===== src/rtl/srq_pkg.sv =====
package srq_pkg;

    localparam int SRQ_W             = 32;
    localparam int SRQ_OUT_FRAC_BITS = 30;
    localparam int SRQ_GUARD         = 30;
    localparam int SRQ_LANES         = 4;

    typedef struct packed {
        logic signed [SRQ_W-1:0] r00;
        logic signed [SRQ_W-1:0] r01;
        logic signed [SRQ_W-1:0] r02;
        logic signed [SRQ_W-1:0] r10;
        logic signed [SRQ_W-1:0] r11;
        logic signed [SRQ_W-1:0] r12;
        logic signed [SRQ_W-1:0] r20;
        logic signed [SRQ_W-1:0] r21;
        logic signed [SRQ_W-1:0] r22;
    } t_srq_in;

    typedef struct packed {
        logic signed [SRQ_W-1:0] quat_real;
        logic signed [SRQ_W-1:0] quat_i;
        logic signed [SRQ_W-1:0] quat_j;
        logic signed [SRQ_W-1:0] quat_k;
        logic                    degenerate;
    } t_srq_out;

endpackage


===== src/rtl/srq_sqrt.sv =====
module srq_sqrt #(
    parameter int VW = 64,
    parameter int SW = 1
) (
    input  logic            i_clk,
    input  logic            i_rst_n,
    input  logic            i_en,
    input  logic            i_valid,
    input  logic [VW-1:0]   i_rad,
    input  logic [SW-1:0]   i_side,
    output logic            o_valid,
    output logic [VW/2-1:0] o_root,
    output logic [SW-1:0]   o_side
);
    import srq_pkg::*;

    localparam int RW = VW / 2;

    // one root bit per stage, remainder carried down
    logic [VW-1:0] r_rem  [RW-1];
    logic [VW-1:0] n_rem  [RW-1];
    logic [RW-1:0] r_res  [RW];
    logic [RW-1:0] n_res  [RW];
    logic [SW-1:0] r_side [RW];
    logic [SW-1:0] n_side [RW];
    logic [RW-1:0] r_vld;

    function automatic logic [VW+RW-1:0] sq_step(input int b, input logic [VW-1:0] rem,
                                                 input logic [RW-1:0] res);
        logic [VW-1:0] trial;
        logic [VW-1:0] nr;
        logic [RW-1:0] nq;
        trial = (VW'(res) << (b + 1)) | (VW'(1) << (2 * b));
        nr    = rem;
        nq    = res;
        if (rem >= trial) begin
            nr = rem - trial;
            nq = res | (RW'(1) << b);
        end
        return {nr, nq};
    endfunction

    always_comb begin
        logic [VW+RW-1:0] st;
        st        = sq_step(RW - 1, i_rad, '0);
        n_rem[0]  = st[VW+RW-1:RW];
        n_res[0]  = st[RW-1:0];
        n_side[0] = i_side;
        for (int k = 1; k < RW - 1; k++) begin
            st        = sq_step(RW - 1 - k, r_rem[k-1], r_res[k-1]);
            n_rem[k]  = st[VW+RW-1:RW];
            n_res[k]  = st[RW-1:0];
            n_side[k] = r_side[k-1];
        end
        st           = sq_step(0, r_rem[RW-2], r_res[RW-2]);
        n_res[RW-1]  = st[RW-1:0];
        n_side[RW-1] = r_side[RW-2];
    end

    always_ff @(posedge i_clk) begin
        if (!i_rst_n) begin
            r_vld <= '0;
        end else if (i_en) begin
            r_vld <= {r_vld[RW-2:0], i_valid};
        end
    end

    always_ff @(posedge i_clk) begin
        if (i_en) begin
            r_rem  <= n_rem;
            r_res  <= n_res;
            r_side <= n_side;
        end
    end

    assign o_valid = r_vld[RW-1];
    assign o_root  = r_res[RW-1];
    assign o_side  = r_side[RW-1];

endmodule


===== config.mk =====
export PLATFORM = sky130hd
export DESIGN_NAME = srq_sqrt
export DESIGN_NICKNAME = d
export VERILOG_FILES = /design/src/rtl/srq_pkg.sv /design/src/rtl/srq_sqrt.sv
export SDC_FILE = /design/constraint.sdc
export NUM_CORES = 2
export LEC_CHECK = 0
export BUFFER_PORTS_ARGS = -buffer_cell sky130_fd_sc_hd__buf_2
export CAP_MARGIN = 10
export CORE_UTILIZATION = 60
export DETAILED_ROUTE_END_ITERATION = 6
export PLACE_DENSITY = 0.74
export SLEW_MARGIN = 20
export SYNTH_ARGS = -nofsm -noshare
export SYNTH_HDL_FRONTEND = slang
export SYNTH_SLANG_ARGS = --single-unit

===== constraint.sdc =====
create_clock -name i_clk -period 6.7 [get_ports i_clk]
set_input_delay 0.67 -clock i_clk [delete_from_list [all_inputs] [get_ports i_clk]]
set_output_delay 0.67 -clock i_clk [all_outputs]
set_load 0.005 [all_outputs]

# Word-level counts from Yosys, hierarchy flattened

Cells that the tools add are included.

Flip-flop bits (word level): 3072

Magnitude comparators: 32
Mux-type cells: 32
$add $sub $neg: 31

Operators by type and width:

| cell                                                           | number |
|---|---|
| 64-bit two-way mux                                             | 31 |
| 64-bit by 33-bit greater-or-equal comparator with 1-bit output | 1 |
| 64-bit by 34-bit greater-or-equal comparator with 1-bit output | 1 |
| 64-bit by 35-bit greater-or-equal comparator with 1-bit output | 1 |
| 64-bit by 36-bit greater-or-equal comparator with 1-bit output | 1 |
| 64-bit by 37-bit greater-or-equal comparator with 1-bit output | 1 |
| 64-bit by 38-bit greater-or-equal comparator with 1-bit output | 1 |
| 64-bit by 39-bit greater-or-equal comparator with 1-bit output | 1 |
| 64-bit by 40-bit greater-or-equal comparator with 1-bit output | 1 |
| 64-bit by 41-bit greater-or-equal comparator with 1-bit output | 1 |
| 64-bit by 42-bit greater-or-equal comparator with 1-bit output | 1 |
| 64-bit by 43-bit greater-or-equal comparator with 1-bit output | 1 |
| 64-bit by 44-bit greater-or-equal comparator with 1-bit output | 1 |
| 64-bit by 45-bit greater-or-equal comparator with 1-bit output | 1 |
| 64-bit by 46-bit greater-or-equal comparator with 1-bit output | 1 |
| 64-bit by 47-bit greater-or-equal comparator with 1-bit output | 1 |
| 64-bit by 48-bit greater-or-equal comparator with 1-bit output | 1 |
| 64-bit by 49-bit greater-or-equal comparator with 1-bit output | 1 |
| 64-bit by 50-bit greater-or-equal comparator with 1-bit output | 1 |
| 64-bit by 51-bit greater-or-equal comparator with 1-bit output | 1 |
| 64-bit by 52-bit greater-or-equal comparator with 1-bit output | 1 |
| 64-bit by 53-bit greater-or-equal comparator with 1-bit output | 1 |
| 64-bit by 54-bit greater-or-equal comparator with 1-bit output | 1 |
| 64-bit by 55-bit greater-or-equal comparator with 1-bit output | 1 |
| other kinds (41)                                               | 41 |

# Longest topological paths before layout

Word-level depth: 2
Depth in mapped cells: 15
Gate-level depth less buffers: 14

# Worst setup path before layout

No wires, ideal clock.

Path kind: reg-to-reg
Start point: register r_rem[617] in the netlist's numbering
End point: register r_rem[559] in the netlist's numbering, data pin
Arrival: 3.435 ns
Required time: 6.432 ns
Cell stages (with the launch flop): 13
Slack: 2.997 ns
Library setup time: 0.268 ns
Path through: edfxtp_1 > ha_1 > or3_4 > or4_1 > or2_1 > or3_4 > or4_4 > or2_4 > a211oi_4 > buf_6 > buf_12 > a211oi_1 > xor2_1

RTL lines:

| item                   | RTL line       | source |
|---|---|---|
| start, declared        | srq_sqrt.sv:20 | `logic [VW-1:0] r_rem [RW-1];` |
| start signal, assigned | srq_sqrt.sv:70 | `r_rem <= n_rem;` |

==> flow_summary.ini <==
[yosys]
syn_area_per_cell_um2 = 12.69
synth_edf_count = 2544
ys_warn_count = 0
async_flop_share_pct = 0
synth_area_mm2 = 0.1221
syn_inst = 9621
ys_seq_elements = 2576
synthFlopType = edfxtp_1
yosysUniqueCellTypes = 92
yosysSeqAreaShare_pct = 63.09
synth_nets = 10250

[worst_hold_path]
hold_path.class = input pin to register
hold_path_startpoint = i_valid

[timing]
setup-violations-final = 0
fin_crit_ns = 4.736
tns_ns = 0
finalCritPeriodShare_pct = 70.69
tightest_slew_ns = 1.146
maxSlewHeadroom_pct = 22.90
fmaxAchievable_mhz = 211.1
skew_ns = 0.08483
hold_viol = 0
finalMaxSlewViolations = 0
whs_ns = 0.08169
rsz0062_at_grt = false

[cells_and_area]
final_area_mm2 = 0.1351
drive_gt1_share_pct = 7.134
layout.nets = 10580
regArea_mm2 = 0.07703
multi_input_area_mm2 = 0.04180
final_cell_mix = 2544 x edfxtp_1, 692 x inv_1, 594 x nor2_1, 594 x a21oi_1, 586 x nand2_1
syn2layout_area_growth_pct = 10.65
mostFrequentLayoutCell = edfxtp_1
final_cells = 12830
fillers = 14210

[worst_setup_path]
worst_setup_path_end_kind = register
cp_max_fo = 62
path_delay_family = compound AO/OA/AOI/OAI gates
worst_setup_path_start_kind = register
timing_worst_setup_path_type = register to register
worst_setup_path_startpoint = r_rem[134]$_DFFE_PP_
worstPathRequired_ns = 7.31
cp.arrival_ns = 5.35
r2r-start = r_rem[134]$_DFFE_PP_
crit_buf_inv = 2
max_stage_delay_ns = 0.59
crit_path_top_delay_cell = buf_4
crit_chain = ha_1 > nor2b_1 > nor3_1 > o31a_1 > o31ai_1 > o41ai_1 > buf_4 > o31a_1 > o211ai_1 > buf_4 > nand3_1 > nor4_1 > xor2_1

[grt]
grt_pass1_vias = 75660
grt_max_degree = 226
antenna_found_initial = 8
grtUsageTotal_pct = 26.98
gr-total-overflow = 0
grt_pass1_wl_um = 431200

[floorplanning]
chipWidth_um = 453.1
rows = 165
die_h_um = 453.1
boundaryPins = 103
coreArea_mm2 = 0.2021
start_util_pct = 60.41
dieArea_mm2 = 0.2053

[power_and_ir_drop]
vdd_drop_max_mv = 0.2989
power_density_mw_per_mm2 = 338.9
power_w = 0.04579
power.leakage_nw = 50.69

[route]
firstDrtPassIters = 6
via_count = 78040
wire_per_inst_um = 21.81
ant_nets = 0
drt_iter0_drc = 7409
vias_per_cell = 6.085
drt-total-wl_um = 279800
drc = 0

[cts]
cts_max_level = 5
clk_latency_ns = 0.93
clock_path_buffers = 4
cts_tree = yes
path_clk_slew_ns = 0.06
cts_made_buffers = 283
clock_sinks = 2576
cts_root_buffer = clkbuf_16

[place]
placedCellCount = 12270
place.gp.congestion = 0.9448
dpl_cell_area_mm2 = 0.1259
numPortBuffers = 102
dp_hpwl_um = 204100

[status]
outcome = finished, final reports clean

[run]
maxCapViolations = 0
-- flip-flops by register name, summed over array words and instances, names as in the netlist --
register and flops:
r_vld 32, r_res 496, o_root 32, n_side 31
r_rem 1984, o_side 1
-- path summary, 6_finish.rpt --
check	to	depth (start not counted)	slack, ns
hold reg to reg	r_res[143]$_DFFE_PP_	0	0.39
setup reg to reg	r_rem[115]$_DFFE_PP_	13	1.96
hold / removal	r_vld[0]$_SDFFE_PN0P_	3	0.08
setup / recovery	r_rem[115]$_DFFE_PP_	13	1.96
-- stage by stage --
stage	util, %	setup slack [ns]
after floorplan	-	2.997
after global placement	62.29	2.250
after detailed placement	62.30	2.126
after CTS	66.82	2.123
after global routing	66.84	1.700
final	66.85	1.964
-- tightest hold or removal path, delay by kind of cell --
kind / cells / cell delay, ns
simple gates: 1 / 0.09
mux: 1 / 0.06
buf+inv: 1 / 0.07
-- kinds of logic after synthesis --
kind of cell,count (synthesis),share of synthesized area [%]
xor gates and xnor gates,883,6.334
buffers and inverters,883,2.772
muxes,128,1.137
AOI/OAI and AO/OA,1813,9.174
adders and majority gates,558,5.718
and+or+nand+nor,2780,11.77
DFF,2576,63.09
-- Yosys cell counts (all sizes together), types with 165 or more instances --
library cell	n	area, um^2
ha	558	6982
nor4	360	2252
a21oi	595	2978
a21o	221	1659
inv	692	2597
nor3	284	1431
nand2	593	2243
nor2	594	2230
o21ai	454	2298
nand4	165	1032
edfxtp	2544	76390
xor2	451	3950
xnor2	432	3784
-- what timing repair did --
action | CTS | global route
hold endpoints to repair | 63 | 0
buffers inserted | 0 | 0
hold buffers | 63 | 0
resized for setup | 0 | 0
-- per-layer routing --
layer / vias up / wire length, um / part of all wire, % / global-route usage, %
met5: - / 31 / 0.011 / 0
met4: 4 / 7232 / 2.6 / 7.436
met3: 505 / 16010 / 5.7 / 3.458
met2: 2548 / 136800 / 49 / 45.11
met1: 38280 / 119700 / 43 / 37.23
li1: 36700 / - / - / -
-- report_power, final --
part           total [W]  switching [W]  internal (W)
Combinational    0.00931        0.00549       0.00382
Clock             0.0145        0.00606       0.00845
Sequential        0.0220        0.00162        0.0204
-- area by class of cell --
| type | count | area share (%) |
|---|---|---|
| diodes | 5 | 0.009261 |
| clock buffers | 352 | 5.559 |
| clock inverters | 133 | 0.7409 |
| inverters | 692 | 1.923 |
| multi-input cells | 6162 | 30.94 |
| flip-flops and latches | 2576 | 57.02 |
| well taps | 2672 | 2.475 |
| repair buffers | 233 | 1.341 |
Note: power is estimated with default switching activity, not from simulation.
